==> config.mk <==
export PLATFORM = sky130hd
export DESIGN_NAME = sorted_set_engine_unit
export DESIGN_NICKNAME = d
export VERILOG_FILES = /design/src/design/sse_pkg.sv /design/src/design/sse_cmp.sv /design/src/design/sse_store.sv /design/src/design/sorted_set_engine_unit.sv
export SDC_FILE = /design/constraint.sdc
export NUM_CORES = 1
export LEC_CHECK = 0
export ABC_AREA = 1
export BUFFER_PORTS_ARGS = -buffer_cell sky130_fd_sc_hd__clkbuf_2
export CORE_ASPECT_RATIO = 0.9
export CORE_UTILIZATION = 45
export CTS_BUF_LIST = sky130_fd_sc_hd__clkbuf_4 sky130_fd_sc_hd__clkbuf_8 sky130_fd_sc_hd__clkbuf_16
export CTS_CLUSTER_DIAMETER = 60
export DETAILED_ROUTE_END_ITERATION = 8
export SETUP_SLACK_MARGIN = 0.5
export SLEW_MARGIN = 15
export SYNTH_ARGS = -nofsm -noshare
export SYNTH_HDL_FRONTEND = slang
export SYNTH_SLANG_ARGS = --single-unit
export TNS_END_PERCENT = 50
==> constraint.sdc <==
create_clock -name clk -period 7.9 [get_ports clk]
set_clock_uncertainty 0.1 [all_clocks]
set_input_delay 1.975 -clock clk [delete_from_list [all_inputs] [get_ports clk]]
set_output_delay 1.975 -clock clk [all_outputs]
set_load 0.02 [all_outputs]
==> src/design/sse_pkg.sv <==
// types and codes for the sorted set engine
// no dependencies
package sse_pkg;

  localparam int KEY_W = 32;
  localparam int OUT_W = 5;

  typedef enum logic [1:0] {
    OP_INSERT = 2'd0,
    OP_REMOVE = 2'd1,
    OP_LOOKUP = 2'd2
  } op_t;

  typedef enum logic [2:0] {
    ST_IDLE,
    ST_SCAN,
    ST_INS,
    ST_DEL,
    ST_DONE
  } state_t;

  typedef struct packed {
    op_t                     operation;
    logic signed [KEY_W-1:0] key;
  } req_t;

  typedef struct packed {
    logic             success;
    logic             full_res;
    logic [OUT_W-1:0] position;
    logic [OUT_W-1:0] entry_count;
  } rsp_t;

  typedef struct packed {
    logic goes_after;
    logic equal;
  } cmp_res_t;

endpackage

==> src/design/sse_cmp.sv <==
// shared key comparator: decides whether the key passes a stored entry
// depends on sse_pkg
module sse_cmp (
  input  logic signed [sse_pkg::KEY_W-1:0] key,
  input  logic signed [sse_pkg::KEY_W-1:0] entry,
  input  logic                             descending,
  output sse_pkg::cmp_res_t                res
);

  // signed order test, direction picked by the order bit
  always_comb begin
    res.equal      = (key == entry);
    res.goes_after = descending ? (key < entry) : (key > entry);
  end

endmodule

==> src/design/sse_store.sv <==
// key store: one write port, one read port with registered read data
// depends on sse_pkg
module sse_store #(
  parameter int DEPTH = 16,
  parameter int AW    = 4
) (
  input  logic                       clk,
  input  logic                       we,
  input  logic [AW-1:0]              waddr,
  input  logic [sse_pkg::KEY_W-1:0]  wdata,
  input  logic [AW-1:0]              raddr,
  output logic [sse_pkg::KEY_W-1:0]  rdata
);

  logic [sse_pkg::KEY_W-1:0] mem [DEPTH];

  // write port
  always_ff @(posedge clk) begin
    if (we) begin
      mem[waddr] <= wdata;
    end
  end

  // registered read port
  always_ff @(posedge clk) begin
    rdata <= mem[raddr];
  end

endmodule

==> src/design/sorted_set_engine_unit.sv <==
// sorted set engine top level: sequencer, key store and shared comparator
// depends on sse_pkg, sse_store, sse_cmp
//
//  port group      | dir | handshake          | content
//  req             | in  | req_valid/ready    | operation, key
//  rsp             | out | rsp_valid/ready    | success, full_res, position, entry_count
//  cfg_write_*     | in  | write enable only  | descending order bit
//
// scan: one stored entry per cycle through the single comparator
// shift: one entry moved per cycle on insert and on remove
// req_ready is high only between items; a stalled rsp holds the sequencer in DONE
// rst clears the count, order bit and handshake state; the store itself is not cleared
module sorted_set_engine_unit #(
  parameter int CAPACITY = 16
) (
  input  logic            clk,
  input  logic            rst,
  input  logic            req_valid,
  output logic            req_ready,
  input  sse_pkg::req_t   req,
  output logic            rsp_valid,
  input  logic            rsp_ready,
  output sse_pkg::rsp_t   rsp,
  input  logic            cfg_write_enable,
  input  logic            cfg_write_data
);

  localparam int CW = $clog2(CAPACITY + 1);
  localparam int AW = (CAPACITY > 1) ? $clog2(CAPACITY) : 1;
  localparam logic [CW-1:0] CAP_C = CW'(CAPACITY);
  localparam logic [CW-1:0] ONE_C = CW'(1);
  localparam logic [CW-1:0] TWO_C = CW'(2);

  sse_pkg::state_t state, state_next;
  logic [CW-1:0]   pos, pos_next;
  logic [CW-1:0]   idx, idx_next;
  logic [CW-1:0]   count, count_next;
  sse_pkg::req_t   item, item_next;
  logic            descending;
  logic            res_success, res_success_next;
  logic            res_full, res_full_next;
  logic            load_rsp;

  logic [CW-1:0]             raddr_w;
  logic [CW-1:0]             waddr_w;
  logic                      we;
  logic [sse_pkg::KEY_W-1:0] wdata;
  logic [sse_pkg::KEY_W-1:0] rdata;
  sse_pkg::cmp_res_t         cmp;
  logic                      scan_end;
  logic                      present;

  sse_store #(
    .DEPTH (CAPACITY),
    .AW    (AW)
  ) u_store (
    .clk   (clk),
    .we    (we),
    .waddr (waddr_w[AW-1:0]),
    .wdata (wdata),
    .raddr (raddr_w[AW-1:0]),
    .rdata (rdata)
  );

  sse_cmp u_cmp (
    .key        (item.key),
    .entry      (rdata),
    .descending (descending),
    .res        (cmp)
  );

  // scan stop and hit detection
  assign scan_end = (pos == count) || !cmp.goes_after;
  assign present  = (pos != count) && cmp.equal;

  // control registers
  always_ff @(posedge clk) begin
    if (rst) begin
      state      <= sse_pkg::ST_IDLE;
      count      <= '0;
      descending <= 1'b0;
      rsp_valid  <= 1'b0;
    end else begin
      state <= state_next;
      count <= count_next;
      if (cfg_write_enable) begin
        descending <= cfg_write_data;
      end
      if (load_rsp) begin
        rsp_valid <= 1'b1;
      end else if (rsp_ready) begin
        rsp_valid <= 1'b0;
      end
    end
  end

  // working registers and result beat
  always_ff @(posedge clk) begin
    pos         <= pos_next;
    idx         <= idx_next;
    item        <= item_next;
    res_success <= res_success_next;
    res_full    <= res_full_next;
    if (load_rsp) begin
      rsp.success     <= res_success;
      rsp.full_res    <= res_full;
      rsp.position    <= sse_pkg::OUT_W'(pos);
      rsp.entry_count <= sse_pkg::OUT_W'(count);
    end
  end

  // sequencer
  always_comb begin
    state_next       = state;
    pos_next         = pos;
    idx_next         = idx;
    count_next       = count;
    item_next        = item;
    res_success_next = res_success;
    res_full_next    = res_full;
    req_ready        = 1'b0;
    load_rsp         = 1'b0;
    raddr_w          = '0;
    waddr_w          = idx;
    we               = 1'b0;
    wdata            = rdata;
    unique case (state)
      sse_pkg::ST_IDLE: begin
        req_ready = 1'b1;
        if (req_valid) begin
          item_next        = req;
          pos_next         = '0;
          res_success_next = 1'b0;
          res_full_next    = 1'b0;
          state_next       = sse_pkg::ST_SCAN;
        end
      end
      sse_pkg::ST_SCAN: begin
        if (scan_end) begin
          state_next = sse_pkg::ST_DONE;
          case (item.operation)
            sse_pkg::OP_INSERT: begin
              if (!present && (count < CAP_C)) begin
                res_success_next = 1'b1;
                idx_next         = count;
                raddr_w          = count - ONE_C;
                state_next       = sse_pkg::ST_INS;
              end else begin
                res_full_next = !present;
              end
            end
            sse_pkg::OP_REMOVE: begin
              if (present) begin
                res_success_next = 1'b1;
                idx_next         = pos;
                raddr_w          = pos + ONE_C;
                state_next       = sse_pkg::ST_DEL;
              end
            end
            sse_pkg::OP_LOOKUP: begin
              res_success_next = present;
            end
            default: begin
              res_success_next = 1'b0;
            end
          endcase
        end else begin
          pos_next = pos + ONE_C;
          raddr_w  = pos + ONE_C;
        end
      end
      sse_pkg::ST_INS: begin
        we = 1'b1;
        if (idx == pos) begin
          waddr_w    = pos;
          wdata      = item.key;
          count_next = count + ONE_C;
          state_next = sse_pkg::ST_DONE;
        end else begin
          idx_next = idx - ONE_C;
          raddr_w  = idx - TWO_C;
        end
      end
      sse_pkg::ST_DEL: begin
        if ((idx + ONE_C) == count) begin
          count_next = count - ONE_C;
          state_next = sse_pkg::ST_DONE;
        end else begin
          we       = 1'b1;
          idx_next = idx + ONE_C;
          raddr_w  = idx + TWO_C;
        end
      end
      sse_pkg::ST_DONE: begin
        if (!rsp_valid || rsp_ready) begin
          load_rsp   = 1'b1;
          state_next = sse_pkg::ST_IDLE;
        end
      end
      default: begin
        state_next = sse_pkg::ST_IDLE;
      end
    endcase
  end

endmodule

======== After elaboration in Yosys (flattened, before gate mapping) ========
Memories as Yosys holds them, arrays and structs flattened. A register that Yosys moved wholly into a read port is not among the register bits.
Index checks and enable logic that the tools add are counted.
word-level totals
  memories ................................ 1
  input port bits ......................... 40
  output and inout port bits .............. 14
  register bits after elaboration ......... 68
  logic and storage cells ................. 122
  memory bits (writable) .................. 512
operators by class
  reduce and logical (&&, ||, !) cells .... 20
  magnitude comparators ................... 3
  equality and inequality tests ........... 24
  muxes and demuxes ....................... 53
  add/subtract/negate cells ............... 7
memory list
  name         depth  bits a word  read ports  clocked after Yosys merged registers in  wr ports  RTL line         source
  u_store.mem  16     32           1           1                                        1         sse_store.sv:15  logic [sse_pkg::KEY_W-1:0] mem [DEPTH];
operator list
  kind                   number
  $mux W32               2
  $mux W5                9
  $eq A32 B32 Y1         1
  $gt A32 B32 Y1         1
  $lt A32 B32 Y1         1
  $pmux W5 S2            3
  $mux W4                7
  $mux W3                7
  $ne A2 B2 Y1 const B   9
  $mux W1                16
  $add A5 B1 Y5 const B  3
  $eq A5 B5 Y1           3
  $pmux W3 S5            1
  $pmux W5 S3            1
  $reduce_and A5 Y1      3
  $pmux W4 S3            1
  $sub A5 B1 Y5 const B  2
  $pmux W4 S2            1
  $reduce_and A7 Y1      1
  $eq A3 B2 Y1 const B   2
  $ne A3 B3 Y1 const B   2
  $pmux W1 S2            3
  $pmux W3 S2            1
  $reduce_and A3 Y1      2
  19 further kinds       25

======== Longest topological paths before layout ========
Gate-level depths: netlist of run 1.
  word-level depth ........................ 8
  depth in mapped cells ................... 29
  depth with buffers taken out ............ 27

======== Modules after synthesis ========
Synthesis of run 1 repeated with hierarchy kept, for this count alone.
unflattened totals
  cell total of the unflattened synthesis .. 2710
  area, all modules ....................... 27360.0 um2
by module, submodules not included
  module                  area an instance (um2)  instances  cells each  seq. area each (um2)
  sse_store               22730.6                 1          2120        16015.4
  sorted_set_engine_unit  3709.8                  1          441         1941.9
  sse_cmp                 919.6                   1          149         0.0

======== Worst setup path before layout of run 1 ========
Ideal clock, no wire load.
  path type ............................... input to register
  from .................................... input port req_valid
  to ...................................... register item[0] in the netlist's numbering (enable)
  setup time .............................. 0.425 ns
  data arrival time ....................... 3.466 ns
  data required time ...................... 7.375 ns
  buffers on the path ..................... 0
  path slack .............................. 3.908 ns
  cell stages on the path ................. 2
  cells stage by stage .................... inv_1 > nor2_1
on the way
  cells in the longest elaborated chain, start to end .. 1
RTL lines
  what                         RTL line                       source
  from (decl)                  sorted_set_engine_unit.sv:18   input logic req_valid,
  $reduce_and A2 Y1 (no line)  --
  to (signal assigned)         sorted_set_engine_unit.sv:101  item <= item_next;
  to (decl)                    sorted_set_engine_unit.sv:38   sse_pkg::req_t item, item_next;
No other way between the ends.
A chain may end at the register's enable or synchronous reset.

======== Final worst setup path of run 1 ========
  from .................................... register item[23] in the netlist's numbering
  to ...................................... register u_store.rdata[19] in the netlist's numbering (read register of u_store.mem)
on the way
  cells in the longest elaborated chain, start to end .. 8
  elaborated cells between the ends (all ways) .. 14
  those cells by class .................... order compare: 2; eq/ne: 1; mux: 6; reduce/logical: 5
RTL lines
  what                                                                    RTL line                       source
  parallel branches: the longest is 6 deep, another holds $gt A32 B32 Y1  --
  $mux W4 (*)                                                             sorted_set_engine_unit.sv:139  if (scan_end) begin
  $pmux W4 S3 (*)                                                         sorted_set_engine_unit.sv:127  unique case (state)
  to (decl)                                                               sse_store.sv:12                output logic [sse_pkg::KEY_W-1:0] rdata
Every way passes the cells marked *.

==> results of run 1 <==
## area by class of cell
class / count / share of cell area [%]
Sequential cell: 612 / 58.4
Multi-Input combinational cell: 1407 / 23.8
Inverter: 447 / 5.46
Clock buffer: 90 / 6.10
Clock inverter: 32 / 1.30
Tap cell: 783 / 3.19
Timing Repair Buffer: 84 / 1.74
## flip-flops by register name, indices dropped and copies added, names as in the netlist
name	count
u_store.rdata	32
descending	1
u_store.mem	512
item	34
rsp	12
res_success	1
rsp_valid	1
res_full	1
idx	5
state	3
pos	5
count	5
## path summary, 6_finish.rpt
check,from,endpoint,slack (ns),depth (start not counted)
worst max-delay path,item[23],u_store.rdata[19],2.80,22
worst min-delay path,res_full,rsp[10],0.37,0
worst max register to register,item[23],u_store.rdata[19],2.80,22
worst min register to register,res_full,rsp[10],0.37,0
## cell families after synthesis
family	synth area share, %
flops	65.4
buf+inv	8.81
fa+ha+maj	1.82
compound gates	2.15
simple gates	21.3
xor+xnor	0.510
## cells in the mapped netlist, types with 2 or more instances
cell type    n  share of area, %
clkbuf_1    18              0.25
nand3_1    599                11
edfxtp_1   570                62
a21oi_1     58               1.1
nand2_1    445               6.1
nand3b_1    97               2.7
nor2_1      87               1.2
o21ai_0     20              0.36
a31oi_1      2             0.046
nor3_1       2             0.036
nand4_1      5              0.11
o21ai_1      5             0.091
clkinv_1     2             0.027
buf_4       18              0.49
dfxtp_1     42               3.1
ha_1        40               1.8
buf_2      100               1.8
o21a_1       2             0.055
inv_1      441               6.0
nor2_2       3             0.068
o221ai_1     3             0.096
nand2_2      3             0.068
buf_1        7             0.096
o22ai_1      2             0.046
xnor2_1      6              0.19
or2_2        2             0.046
a211oi_1     4              0.11
o31ai_1      2             0.055
inv_2        4             0.055
o211ai_1     4              0.11
xor2_1      10              0.32
## layout by cell type, fill, tap and decap left out, drive strengths merged
| master | count |
|---|---|
| inv | 451 |
| nand2 | 448 |
| clkinvlp | 1 |
| a21oi | 58 |
| xor2 | 10 |
| nor3 | 2 |
| dfxtp | 42 |
| o21a | 2 |
| o21ai | 25 |
| a31oi | 2 |
| nor2 | 90 |
| nand3 | 600 |
| o22ai | 2 |
| clkinv | 19 |
| edfxtp | 570 |
| nor4 | 1 |
| clkbuf | 143 |
| a211oi | 4 |
| nand4 | 5 |
| o31ai | 2 |
| o221ai | 3 |
| buf | 31 |
| a221oi | 1 |
| nand3b | 97 |
| or2 | 2 |
| a21o | 1 |
| xnor2 | 6 |
| ha | 40 |
| bufinv | 8 |
| o211ai | 4 |
| a22oi | 1 |
| a311oi | 1 |
## layer usage
metal	track usage, %	vias up
met3	3.95	125
met5	0	-
met4	7.20	0
li1	-	8805
met2	36.5	641
met1	31.8	9010
## through the flow
stage	worst slack, ns	instance area, um2	hold WS, ns
final	2.80	30700	0.365
after global routing	2.48	30700	0.377
after CTS	2.81	30700	0.366
after detailed placement	2.85	28400	0.364
after global placement	2.89	28400	0.347
after floorplan	3.91	27500	0.300
## power by group through the flow
stage | Clock, mW | Sequential, mW | Combinational [mW]
2_1_floorplan | 0 | 4.34 | 2.56
3_5_place_dp | 0 | 4.39 | 3.53
3_3_place_gp | 0 | 4.39 | 3.47
5_1_grt | 3.40 | 4.35 | 3.97
6_report | 3.24 | 4.33 | 3.55
4_1_cts | 3.28 | 4.33 | 3.56
==> metrics, run 1 <==
CTS-repair resized insts 0; synth warn 0; total power 11.1 mW; die area 62000 um2; critical path data arrival time 5.50 ns; Syn Nets 2690; CTS Buffer Depth 3; drt total wl 70.3 mm; via/cell ratio 5.38; Post-synth EDFFs 570; RSZ-0062 raised after global routing no; I/O pin total 54; layout cells sized above 1 9.02%; H-tree depth 3; Initial Util 45.7%; fmax 196 MHz; Setup Fix Bufs, Post-CTS 0; Crit path buffers/inverters 4; P_leak 12.5 nW; final core utilization 51.1%; initial antenna violation count 0; CP most frequent cell nand2_1; crit-path cells ha_1 -> nand2_1 -> nor2_1 -> nand4_1 -> nor2_1 -> inv_1 -> nor2_1 -> nand2_1 -> nand2_1 -> nor2_2 -> nand2_1 -> o21ai_1 -> inv_1 -> nand2_1 -> nand3_4 -> buf_4 -> buf_4 -> nand3_1 -> nand3_1 -> nand3_1 -> nand3_1 -> nand2_1; CP Class reg -> reg; clk sinks 612; Final Max Slew Viols 0; Pre-Repair DR Iteration Count 5; Post-synth top flop edfxtp_1; delay-heaviest family, CP simple AND/OR/NAND/NOR gates; Crit path largest cell delay 0.96 ns; GRT Total Usage 22.8%; hold buffers post-CTS 0; post-synthesis cell type count 38; startpoint types flip-flop; Fillers 5282; run status completed; Area Overhead vs Synth 11.9%; number of global-route vias before repair 18200; Chip Width 262 um; GPL Wtd Cong 0.862; area of the multi-input gates 7300 um2; # port buffers 53; Synth async-reset ratio 0%; register bit total from synthesis 612; Switching Share 35.7%; Clock transition at path regs 0.06 ns; WL met3 4.69 mm; CP max-delay cell buf_4; Tightest Hold Check Type reg -> reg; crit end category flip-flop; Worst-Skew Late Latency 0.62 ns; DRT iter0 DRCs 1741; Top Metal Used met4; Post-Synthesis Cell Area 27500 um2; clock period minus worst slack 5.10 ns; Reg power frac 38.9%; met2 routed WL 32.2 mm; Mapped Cells 2610; DRC 0; Root Driver clkbuf_16; sequential area share after synthesis 65.4%; # setup viols final 0; DR vias 18600; Die Y 236 um; GRT overflow 0; Slew headroom 18.3%; Setup TNS Final 0 ns; std cell rows 85; CORE AREA 60100 um2; CTS tree done; global-route wire length before repair 108 mm; combinational power share 32.0%; internal power 7.15 mW; drt wl/cell 20.3 um; placed cell count 3333; MaxCap Viol Count 0; switching pwr 3.97 mW; Met1 Routed Length 31.5 mm; Final HPWL DP 34.8 mm; Tightest Pin Transition 1.23 ns; Non-Filler Instances 3455; PwrDens 362 nW/um2; fin nets 2698; pin count of the biggest net entering global routing 202; Final Hold Viols 0; Syn Area/Cell 10.5 um2; worst-path fanout max 97; Clock Power Share 29.1%; antenna cells 0; number of CTS-inserted buffers 66; FF/Latch Area 18000 um2; DRT antenna net count 0; Max VDD drop 337 uV; final worst path period share 64.6%; Worst Path Required 8.30 ns
Note: power is estimated with default switching activity, not from simulation.
==> run 2: changes to the inputs <==
clock period = 4.7 ns   (was 7.9 ns; I/O delays follow)
==> run 2 against run 1 <==
Against the previous run: sequential power increased by 68%; wire length increased by 3.0%; worst hold slack got worse by 0.037 ns; global-route usage increased by 0.17 points.
==> metrics, run 2 (synthesized netlist as in run 1, its figures left out) <==
run status completed; Regs by FF count u_store.mem: 512 flops, item: 34 flops, u_store.rdata: 32 flops; via/cell ratio 5.41; startpoint types flip-flop; initial antenna violation count 0; Fillers 5252; DR vias 18900; # port buffers 53; GPL Wtd Cong 0.900; Setup TNS Final 0 ns; Clock transition at path regs 0.06 ns; Slew headroom 19.3%; most common cell after layout, fill and taps aside nand3_1; std cell rows 85; Pre-Repair DR Iteration Count 5; DRT antenna net count 0; P_leak 12.7 nW; number of global-route vias before repair 18000; Die Y 236 um; Final HPWL DP 36.4 mm; worst-path fanout max 35; clock period minus worst slack 3.87 ns; Max VDD drop 583 uV; final instance area 31200 um2; DRT iter0 DRCs 1964; hold buffers post-CTS 0; drt total wl 72.4 mm; PwrDens 605 nW/um2; pin count of the biggest net entering global routing 166; Initial Util 45.7%; Root Driver clkbuf_16; Worst-Skew Late Latency 0.60 ns; DRC 0; I/O pin total 54; Top reg by flops u_store.mem; critical path data arrival time 4.31 ns; Chip Width 262 um; Non-Filler Instances 3490; final core utilization 51.9%; die area 62000 um2; # setup viols final 0; max reg flops 512; MaxCap Viol Count 0; RSZ-0062 raised after global routing no; antenna cells 0; global-route wire length before repair 109 mm; fin nets 2737; crit end category flip-flop; WHS 0.329 ns; final worst path period share 82.4%; dpl cell area 28900 um2; H-tree depth 3; Final Hold Viols 0; fmax 258 MHz; Area Overhead vs Synth 13.7%; GRT Total Usage 23.0%; GRT overflow 0; Tightest Pin Transition 1.21 ns; CP Class reg -> reg; Worst Path Required 5.14 ns; placed cell count 3364; most frequent cells in the layout 598 x nand3_1, 570 x edfxtp_1, 444 x nand2_1; Final Max Slew Viols 0; CTS tree done; layout cells sized above 1 10.3%; drt wl/cell 20.7 um; CTS Buffer Depth 3; CORE AREA 60100 um2; clk sinks 612; Tightest Hold Check Type reg -> reg; number of CTS-inserted buffers 66
## run 2: changes by cell type in the layout (fill, tap and decap cells not counted), moves of 4 or more
cell	change
bufinv_16	-7
clkbuf_8	+6
buf_4	+13
clkbuf_4	+4
buf_12	+18
## run 2: layout make-up
cell class / instances / area [um2] / share of cell area [%]
multi-input cells: 1410 / 7330 / 23.5
clock buffers: 101 / 2010 / 6.44
repair buffers: 120 / 1130 / 3.61
well taps: 783 / 980 / 3.14
clock inverters: 17 / 120 / 0.385
inverters: 447 / 1680 / 5.38
flip-flops and latches: 612 / 18000 / 57.5
## run 2: final timing paths
| path | start | endpoint | slack (ns) | cells past startpoint |
|---|---|---|---|---|
| setup / recovery | item[15] | u_store.rdata[25] | 0.83 | 20 |
| hold / removal | res_full | rsp[10] | 0.33 | 0 |
| setup reg to reg | item[15] | u_store.rdata[25] | 0.83 | 20 |
| hold reg to reg | res_full | rsp[10] | 0.33 | 0 |
## run 2: timing repair
action / 4_1_cts / 5_1_grt
endpoints found under the setup margin: 0 / 32
resized for setup: 0 / 3
hold endpoints to repair: 0 / 0
buffers inserted: 0 / 3
## run 2: metal layers
metal / up-vias / global-route usage (%) / share of wire [%] / wire, um
met5: - / 0 / 0 / 0
met4: 0 / 6.90 / 2.7 / 1950
met3: 136 / 3.30 / 6.5 / 4680
met2: 685 / 38.0 / 47 / 34100
met1: 9188 / 31.6 / 44 / 31700
li1: 8882 / - / - / -
## run 2: critical path, stage by stage, from the launching register on
cell,delay (ns)
edfxtp_1,0.43
ha_1,0.32
nand2_1,0.07
nor2_1,0.21
nand4_1,0.13
inv_1,0.14
nand3_1,0.20
nor2_1,0.23
nand2_1,0.14
nand2_1,0.11
nor2_2,0.06
inv_1,0.07
o22ai_1,0.07
nand2_1,0.07
nand2_1,0.11
a21oi_4,0.63
buf_12,0.30
nand3_1,0.13
nand3_1,0.09
nand3_1,0.09
nand2_1,0.09
## run 2: power breakdown
group          switching, mW  internal (mW)  leakage, nW
clock network           2.08           3.01         1.07
logic                   4.51           2.00         6.17
registers              0.200           7.06         5.50
total                   6.79           12.1         12.7
## run 2: per-stage QoR
stage / setup slack (ns) / total power, mW
after CTS: 0.706 / 18.7
after global placement: 0.781 / 13.5
after detailed placement: 0.713 / 13.6
final: 0.825 / 18.9
after global routing: 0.498 / 19.9
after floorplan: 0.981 / 11.6
